<file path="config.mk">
export PLATFORM = sky130hd
export DESIGN_NAME = uvbf_ctrl
export DESIGN_NICKNAME = d
export VERILOG_FILES = /design/src/hdl/uvbf_pkg.sv /design/src/hdl/uvbf_ctrl.sv
export SDC_FILE = /design/constraint.sdc
export NUM_CORES = 1
export LEC_CHECK = 0
export ABC_CLOCK_PERIOD_IN_PS = 1200
export BUFFER_PORTS_ARGS = -buffer_cell sky130_fd_sc_hd__buf_2
export CAP_MARGIN = 25
export CORE_AREA = 2 2 39 41
export CTS_CLUSTER_SIZE = 10
export DETAILED_ROUTE_END_ITERATION = 8
export DIE_AREA = 0 0 41 43
export HOLD_SLACK_MARGIN = 0.08
export PLACE_DENSITY_LB_ADDON = 0.3
export SLEW_MARGIN = 20
export SYNTH_ARGS = -nofsm -noshare
export SYNTH_HDL_FRONTEND = slang
export SYNTH_SLANG_ARGS = --single-unit
</file>
<file path="constraint.sdc">
create_clock -name clock -period 1.2 [get_ports clock]
set_input_delay 0.3 -clock clock [delete_from_list [all_inputs] [get_ports clock]]
set_output_delay 0.3 -clock clock [all_outputs]
set_load 0.005 [all_outputs]
</file>
<file path="src/hdl/uvbf_pkg.sv">
// uvbf_pkg: shared types, constants and helpers for the uv bounds fit/centre block
// no dependencies

package uvbf_pkg;

   localparam int unsigned AxisW  = 48;
   localparam int unsigned DataW  = 32;
   localparam int unsigned CsrIdxW = 3;
   localparam int unsigned CsrDataW = 48;
   localparam int unsigned QuotW  = 50;

   localparam logic [CsrIdxW-1:0] CSR_AXIS_U = 3'd0;
   localparam logic [CsrIdxW-1:0] CSR_AXIS_V = 3'd1;
   localparam logic [CsrIdxW-1:0] CSR_SCALE_U = 3'd2;
   localparam logic [CsrIdxW-1:0] CSR_SCALE_V = 3'd3;
   localparam logic [CsrIdxW-1:0] CSR_OFFSET_U = 3'd4;
   localparam logic [CsrIdxW-1:0] CSR_OFFSET_V = 3'd5;
   localparam logic [CsrIdxW-1:0] CSR_MODE = 3'd6;

   localparam logic signed [31:0] MaxS32 = 32'sh7FFF_FFFF;
   localparam logic signed [31:0] MinS32 = 32'sh8000_0000;

   typedef struct packed {
      logic signed [31:0] pos_x;
      logic signed [31:0] pos_y;
      logic signed [31:0] pos_z;
      logic               last_point;
   } req_type;

   typedef struct packed {
      logic signed [31:0] new_scale_u;
      logic signed [31:0] new_scale_v;
      logic signed [31:0] new_offset_u;
      logic signed [31:0] new_offset_v;
      logic               u_adjusted;
      logic               v_adjusted;
   } rsp_type;

   typedef enum logic [2:0] {
      ST_IDLE, ST_PROD, ST_SUM, ST_BOUND, ST_DIV, ST_DONE, ST_OUT
   } state_type;

   // controller to datapath
   typedef struct packed {
      logic load;
      logic prod;
      logic sum;
      logic bound;
      logic div_start;
      logic div_step;
      logic finish;
      logic clear;
   } cmd_type;

   // datapath to controller
   typedef struct packed {
      logic last;
      logic div_done;
   } sts_type;

   // saturate a 64-bit signed value to 32 bits
   function automatic logic signed [31:0] sat32(input logic signed [63:0] v);
      logic signed [31:0] r;
      if (v > 64'sd2147483647)       r = MaxS32;
      else if (v < -64'sd2147483648) r = MinS32;
      else                           r = v[31:0];
      return r;
   endfunction

endpackage

</file>
<file path="src/hdl/uvbf_ctrl.sv">
// uvbf_ctrl: sequencing state machine for one vertex beat
// depends on uvbf_pkg

module uvbf_ctrl
   import uvbf_pkg::*;
(
   input  logic    clock,
   input  logic    reset,
   input  logic    req_valid,
   output logic    req_stall,
   output logic    rsp_valid,
   input  logic    rsp_stall,
   input  sts_type sts,
   output cmd_type cmd
);

   state_type state_ff, state_in;

   // state register
   always_ff @(posedge clock) begin
      if (reset) state_ff <= ST_IDLE;
      else       state_ff <= state_in;
   end

   // next state and commands
   always_comb begin
      state_in  = state_ff;
      cmd       = '0;
      req_stall = 1'b1;
      rsp_valid = 1'b0;
      unique case (state_ff)
         ST_IDLE: begin
            req_stall = 1'b0;
            if (req_valid) begin
               cmd.load = 1'b1;
               state_in = ST_PROD;
            end
         end
         ST_PROD: begin
            cmd.prod = 1'b1;
            state_in = ST_SUM;
         end
         ST_SUM: begin
            cmd.sum  = 1'b1;
            state_in = ST_BOUND;
         end
         ST_BOUND: begin
            cmd.bound = 1'b1;
            if (sts.last) begin
               cmd.div_start = 1'b1;
               state_in = ST_DIV;
            end else begin
               state_in = ST_IDLE;
            end
         end
         ST_DIV: begin
            cmd.div_step = 1'b1;
            if (sts.div_done) state_in = ST_DONE;
         end
         ST_DONE: begin
            cmd.finish = 1'b1;
            cmd.clear  = 1'b1;
            state_in   = ST_OUT;
         end
         ST_OUT: begin
            rsp_valid = 1'b1;
            if (!rsp_stall) state_in = ST_IDLE;
         end
         default: state_in = ST_IDLE;
      endcase
   end

endmodule

</file>
## Word level (Yosys, flattened, before mapping)

Cells that the tools add are included.

- Bits in registers: 3
- Bits in latches: 0
- Bits in writable memories: 0
- ROM bits: 0
- Input port bits: 6
- Memories: 0

- Add/subtract/negate cells: 0
- Multipliers: 0
- Div/mod/pow operators: 0
- Order comparisons: 0
- Equality and inequality tests: 9
- Shift-type cells: 0
- Mux-type cells: 15
- Bitwise logic cells: 0
- Reduce and logical (&&, ||, !) cells: 2

Operators by type and width:

| kind | number |
|---|---|
| case mux 3 bit (7 select lines) | 1 |
| two-way mux 3 bit | 4 |
| equality test 3 bit, second input constant | 3 |
| two-way mux 1 bit | 8 |
| equality test 3 x 2 -> 1 bit, second input constant | 2 |
| inequality test 2 bit, second input constant | 3 |
| two-way mux 2 bit | 2 |
| equality test 3 x 1 -> 1 bit, second input constant | 1 |
| logical NOT 3 bit | 1 |
| AND reduction 3 bit | 1 |

## Depth between registers and ports, before layout

Gate-level depths: netlist of the first run.

- Depth after elaboration: 3
- Depth in mapped cells: 4
- Depth with buffers taken out: 3

## Worst setup path before layout of the first run

OpenSTA, ideal clock, no wires.

- Kind: reg-to-output
- From: reg state_ff[2]
- To: out cmd[7] in the netlist's numbering
- Arrival time: 897 ps
- Data required time: 900 ps
- Slack: 3 ps
- Stages on the path, launching flop included: 4
- Path buffers: 1
- Cells stage by stage: dfxtp_1 -> buf_2 -> or3_4 -> nor2_2

RTL lines:

| item | RTL line | RTL |
|---|---|---|
| from (decl) | uvbf_ctrl.sv:17 | `state_type state_ff, state_in;` |
| from (signal assigned) | uvbf_ctrl.sv:22 | `else state_ff <= state_in;` |
| to (decl) | uvbf_ctrl.sv:14 | `output cmd_type cmd` |

==> impl_metrics.yaml, run 1 <==
min_path:
  worst_hold_path_type: "in -> reg"
  hp-start: "reset"
  min_delay_path_depth: 2
place:
  buffer_ports.inserted: 15
  placed_cells_incl_taps: 63
  dp_hpwl_microns: 455.4
  gp_congestion: 0.6807
yosys:
  syn-instance-count: 30
  yosysUniqueCellTypes: 21
  synth-seq-area-share_pct: 25.95
  synth_fp_nets: 36
  mappedNetlistArea_sq_um: 231.5
  post_synth_main_area_contributors: "sky130_fd_sc_hd__dfxtp_1 26%, sky130_fd_sc_hd__a2111oi_2 6.5%, sky130_fd_sc_hd__and2_2 6.5%"
  ys.warnings.count: 0
  synthesis.area_per_instance_sq_um: 7.716
  post-synth-top-area-cell: "sky130_fd_sc_hd__dfxtp_1"
  post_synthesis_register_bit_count: 3
  post-synth-top-area-fraction_pct: 25.95
clock_network:
  post-cts-setup-buffer-count: 0
  cts_inserted_buffers: 3
  htreeDepth: 1
  cts.path.max_buffers: 2
  cts.clk_slew.worst_paths_ps: 40
  clk_latency_ps: 230
  cts_root_buf: "sky130_fd_sc_hd__clkbuf_4"
  tritoncts: "done"
  count_of_hold_buffers_inserted_by_post_cts_repair: 0
  numClockSinks: 3
power:
  netSwitchingPower_w: 0.0001078
  power_density_nw_per_um2: 1008
  leakagePower_nw: 0.2134
  sequentialPowerShare_pct: 29.7
  switch_share_pct: 27.13
  share_comb_of_total_power_pct: 26.6
  clkPwrFrac_pct: 43.7
  p_int_w: 0.0002894
  irDropWorstVdd_uv: 222.6
sta:
  unrepaired_setup_endpoints_after_global_routing: "yes"
  finalHoldWorstSlack_ps: 268.7
  fin_ws_ps: -215.5
  finalCritPeriodShare_pct: 118.0
  tightestPinTransition_ps: 238.2
  final-max-slew-violation-count: 0
  worst_slew_margin_relative_to_its_limit_pct: 84.09
  final-hold-violation-count: 0
  finalClockSkew_ps: 4.373
  timing.final.crit_period_ps: 1415
  report.final.setup_viol: 10
  max_freq_mhz: 706.5
  finalSetupTns_ps: -1255
run_status:
  failing_checks: "setup timing"
  run_status: "finished, violations left"
floorplanning:
  placeableCoreArea_sq_um: 1384
  die_height_microns: 43
  die-area_sq_um: 1763
  overall_die_width_microns: 41
  number_of_placed_i_o_pins: 16
  rows: 14
  initial_utilization_pct: 16.73
setup_path:
  worstSetupPathType: "reg -> out"
  timing.rr.end: "state_ff[0]"
  timing.critical_path.to: "cmd[7]"
  setup.reg_to_reg.worst_slack_ps: 240
  worst_ep_required_time_ps: 900
  crit_path_max_fanout: 6
  end_kind: "output pin"
  worst_setup_path_startpoint: "state_ff[2]"
  reg2reg_depth: 3
  crit_arrival_ps: 1120
  startpoint_type: "flop"
  rr_startpoint: "state_ff[1]"
flow_run:
  timing.max_cap.violations: 0
final_layout:
  utilization_of_the_core_after_routing_pct: 28.48
  multiInputGateArea_sq_um: 151.4
  diodes: 0
  syn_to_final_growth_pct: 70.27
  reg.largest.list: "state_ff: 3 flops"
  post_route_cells_drive_above_1_share_pct: 72.55
  largest_register_ff_count: 3
  leading_cell_type_in_the_layout_fill_and_taps_excluded: "sky130_fd_sc_hd__buf_2"
  register_area_sq_um: 66.31
  n_fill_cell: 157
  finish.cell_count_without_fillers: 67
  nets: 58
  largest-register: "state_ff"
  most_frequent_cells_in_the_layout: "15 x sky130_fd_sc_hd__buf_2, 5 x sky130_fd_sc_hd__buf_4, 3 x sky130_fd_sc_hd__inv_1, 3 x sky130_fd_sc_hd__nand2_1, 3 x sky130_fd_sc_hd__clkbuf_4"
route:
  post_drt_wl_per_cell_microns: 9.567
  dr_total_vias: 272
  drc_errors: 0
  postRouteWirelength_microns: 641
  antenna_left: 0
  dr.first_iter.drc_count: 4
  drt_pre_antenna_iters: 4
  via_per_inst: 4.060
global_route:
  grtUsageTotal_pct: 7.924
  grt_first_pass_wirelength_microns: 897
  grt_antenna_before_repair: 0
  vias_in_the_first_global_route: 239
  maximum_number_of_pins_on_one_net_before_global_route_repair: 8
  grt_remaining_overflow: 0
==> power by group through the flow <==
stage	Sequential [W]	Combinational (W)	Clock, W
finish	0.000118	0.000106	0.000173
global route	0.000119	0.000117	0.000191
CTS	0.000117	0.000101	0.000187
detailed placement	0.000116	0.0000974	0
global placement	0.000116	0.0000972	0
floorplan	0.000114	0.0000584	0
==> critical path, stage by stage (launching register included) <==
cell and delay [ps]:
sky130_fd_sc_hd__dfxtp_2 340, sky130_fd_sc_hd__or3_4 370, sky130_fd_sc_hd__nor2_2 70, sky130_fd_sc_hd__buf_2 110
==> per-stage QoR <==
step	setup slack (ps)	cell area, sq um	total power [W]
2_1_floorplan	3.231	231.5	0.0001725
3_3_place_gp	21.20	340.3	0.0002137
3_5_place_dp	7.407	340.3	0.0002138
4_1_cts	-233.1	382.9	0.0004049
5_1_grt	-272.8	394.1	0.0004265
6_report	-215.5	394.1	0.0003972
==> per-layer routing <==
metal	vias up	wire, microns	GRT usage [%]
li1	139	-	-
met1	120	252	8.013
met2	13	338	13.13
met3	0	50	1.571
met4	0	0	6.000
met5	-	0	0
==> cell usage after synthesis <==
library cell                number
sky130_fd_sc_hd__dfxtp_1         3
sky130_fd_sc_hd__inv_1           3
sky130_fd_sc_hd__nand2_1         3
sky130_fd_sc_hd__and2_2          2
sky130_fd_sc_hd__nor2b_1         2
sky130_fd_sc_hd__nor3_1          2
sky130_fd_sc_hd__a2111oi_2       1
sky130_fd_sc_hd__a211o_1         1
sky130_fd_sc_hd__a21oi_1         1
sky130_fd_sc_hd__a21oi_2         1
sky130_fd_sc_hd__and3_2          1
sky130_fd_sc_hd__buf_2           1
sky130_fd_sc_hd__buf_4           1
sky130_fd_sc_hd__buf_6           1
sky130_fd_sc_hd__inv_2           1
sky130_fd_sc_hd__nand3_1         1
sky130_fd_sc_hd__nor2_1          1
sky130_fd_sc_hd__nor2_2          1
sky130_fd_sc_hd__nor3b_1         1
sky130_fd_sc_hd__o21ai_0         1
sky130_fd_sc_hd__or3_4           1
==> cells by family (layout without fill, tap and decap cells) <==
kind of cell | count (synthesis) | in the layout | share of synthesized area (%)
AO/OA/AOI/OAI | 5 | 5 | 18.37
buffers and inverters | 7 | 28 | 16.75
flip-flops | 3 | 3 | 25.95
AND/OR/NAND/NOR | 15 | 15 | 38.92
==> repair_timing <==
action,4_1_cts,5_1_grt
endpoints found under the setup margin,10,10
resized for setup,7,2
hold endpoints to repair,0,0
==> worst min path at each step <==
stage | endpoint | slack [ps]
6_report | state_ff[1] | 270
5_1_grt | state_ff[1] | 270
4_1_cts | state_ff[1] | 250
3_5_place_dp | state_ff[1] | 510
3_3_place_gp | state_ff[1] | 510
2_1_floorplan | state_ff[1] | 360
==> area by class of cell <==
type / instances / area share, %
Clock buffer: 4 / 6.667
Timing Repair Buffer: 20 / 28.57
Sequential cell: 3 / 16.83
Multi-Input combinational cell: 20 / 38.41
Inverter: 4 / 4.444
Tap cell: 16 / 5.079
Note: power is estimated with default switching activity, not from simulation.
==> run 2: changes to the inputs <==
--- a/config.mk
+++ b/config.mk
@@ -14,6 +14,7 @@
 export DIE_AREA = 0 0 41 43
 export HOLD_SLACK_MARGIN = 0.08
 export PLACE_DENSITY_LB_ADDON = 0.3
+export SETUP_SLACK_MARGIN = 0.3
 export SLEW_MARGIN = 20
 export SYNTH_ARGS = -nofsm -noshare
 export SYNTH_HDL_FRONTEND = slang
==> run 2 against run 1 <==
The run still ends with setup timing left. Cell area increased by 29%. Register-to-register slack got worse by 70 ps. Highest routed layer is now met4. Setup slack got worse by 20 ps. Sequential share of layout area decreased by 3.2 points. Non-clock buffer count increased by 5. Maximum frequency decreased by 1.4%.
==> impl_metrics.yaml, run 2 (synthesis results as in run 1) <==
clock_network:
  numClockSinks: 3
  cts.clk_slew.worst_paths_ps: 40
  clk_latency_ps: 240
  count_of_hold_buffers_inserted_by_post_cts_repair: 0
  htreeDepth: 1
  cts.path.max_buffers: 2
  cts_root_buf: "sky130_fd_sc_hd__clkbuf_4"
  tritoncts: "done"
  cts_inserted_buffers: 3
final_layout:
  n_fill_cell: 150
  register_area_sq_um: 68.82
  most_frequent_cells_in_the_layout: "13 x sky130_fd_sc_hd__buf_2, 6 x sky130_fd_sc_hd__buf_4, 5 x sky130_fd_sc_hd__buf_6, 3 x sky130_fd_sc_hd__inv_1, 3 x sky130_fd_sc_hd__clkbuf_4"
  largest_register_ff_count: 3
  leading_cell_type_in_the_layout_fill_and_taps_excluded: "sky130_fd_sc_hd__buf_2"
  syn_to_final_growth_pct: 118.9
  reg.largest.list: "state_ff: 3 flops"
  nets: 63
  diodes: 0
  multiInputGateArea_sq_um: 187.7
  post_route_cells_drive_above_1_share_pct: 82.14
  largest-register: "state_ff"
sta:
  tightestPinTransition_ps: 241.7
  report.final.setup_viol: 10
  worst_slew_margin_relative_to_its_limit_pct: 83.89
  finalSetupTns_ps: -1795
  timing.final.crit_period_ps: 1436
  fin_ws_ps: -235.9
  max_freq_mhz: 696.5
  final-hold-violation-count: 0
  final-max-slew-violation-count: 0
  finalClockSkew_ps: 2.391
  unrepaired_setup_endpoints_after_global_routing: "yes"
  finalCritPeriodShare_pct: 119.7
power:
  irDropWorstVdd_uv: 347.5
  totalPowerFinal_w: 0.0004401
  leakagePower_nw: 0.2543
  power_density_nw_per_um2: 868.5
global_route:
  grt_remaining_overflow: 0
  vias_in_the_first_global_route: 284
  grtUsageTotal_pct: 10.22
  grt_antenna_before_repair: 0
  maximum_number_of_pins_on_one_net_before_global_route_repair: 8
  grt_first_pass_wirelength_mm: 1.159
setup_path:
  crit_path_max_fanout: 3
  crit_arrival_ps: 1140
  end_kind: "output pin"
  worstSetupPathType: "reg -> out"
  setup.reg_to_reg.worst_slack_ps: 170
  startpoint_type: "flop"
  reg2reg_depth: 5
  worst_ep_required_time_ps: 900
  rr_startpoint: "state_ff[2]"
  timing.rr.end: "state_ff[0]"
floorplanning:
  rows: 14
  initial_utilization_pct: 16.73
  placeableCoreArea_sq_um: 1384
  number_of_placed_i_o_pins: 16
  die_height_microns: 43
  overall_die_width_microns: 41
  die-area_sq_um: 1763
route:
  drt_pre_antenna_iters: 1
  postRouteWirelength_microns: 700
  drc_errors: 0
  antenna_left: 0
  via_per_inst: 4.181
  dr.first_iter.drc_count: 0
  dr_total_vias: 301
  post_drt_wl_per_cell_microns: 9.722
flow_run:
  timing.max_cap.violations: 0
place:
  gp_congestion: 0.6864
  dp_hpwl_microns: 423.4
  buffer_ports.inserted: 15
min_path:
  min_delay_path_depth: 2
  worst_hold_path_type: "in -> reg"
  hp-start: "reset"
  worstHoldEndpoint: "state_ff[1]"
run_status:
  failing_checks: "setup timing"
  run_status: "finished, violations left"
[run 2: through the flow]
stage | hold slack (ps) | setup WS (ps) | area, sq um | util, % | cells
2_1_floorplan | 353.3 | 8.009 | 237.7 | - | 30
3_3_place_gp | 504.2 | 8.953 | 336.6 | 24.32 | 62
3_5_place_dp | 501.8 | -6.907 | 336.6 | 24.32 | 62
4_1_cts | 269.5 | -240.3 | 499.2 | 36.08 | 71
5_1_grt | 268.2 | -289.8 | 506.7 | 36.62 | 72
6_report | 275.0 | -235.9 | 506.7 | 36.62 | 72
[run 2: how the worst max path moves through the flow]
stage                            from  slack [ps]     end
final                     state_ff[2]        -240  cmd[7]
after global placement    state_ff[2]           9  cmd[7]
after floorplan           state_ff[0]           8  cmd[7]
after global routing      state_ff[2]        -290  cmd[7]
after CTS                 state_ff[2]        -240  cmd[7]
after detailed placement  state_ff[0]          -7  cmd[7]
[run 2: repair_timing]
action,in CTS,in global routing
cloned,0,0
pin swaps,5,3
setup endpoints to repair,13,13
setup buffers,5,1
resized for setup,21,0
[run 2: critical path, cell delays in order (launching register included)]
cell and delay, ps:
sky130_fd_sc_hd__dfxtp_4 350, sky130_fd_sc_hd__or3_4 370, sky130_fd_sc_hd__nor2_2 70, sky130_fd_sc_hd__buf_2 110
[run 2: power breakdown]
group	internal, W	switching, W	total, W	leakage (nW)
Sequential	0.000106	0.00000990	0.000116	0.0264
Combinational	0.0000823	0.0000602	0.000142	0.213
Clock	0.000125	0.0000566	0.000182	0.0150
Total	0.000313	0.000127	0.000440	0.254
[run 2: metal layers]
metal,global-route usage [%],vias up,routed length [microns]
li1,-,149,-
met2,15.31,9,393
met1,10.86,141,256
met5,0,-,0
met3,3.665,2,35
met4,8.000,0,14
[run 2: layout make-up]
type / count / area share (%)
multi-input cells: 20 / 37.04
flip-flops and latches: 3 / 13.58
well taps: 16 / 3.951
repair buffers: 25 / 36.79
clock buffers: 4 / 5.185
inverters: 4 / 3.457
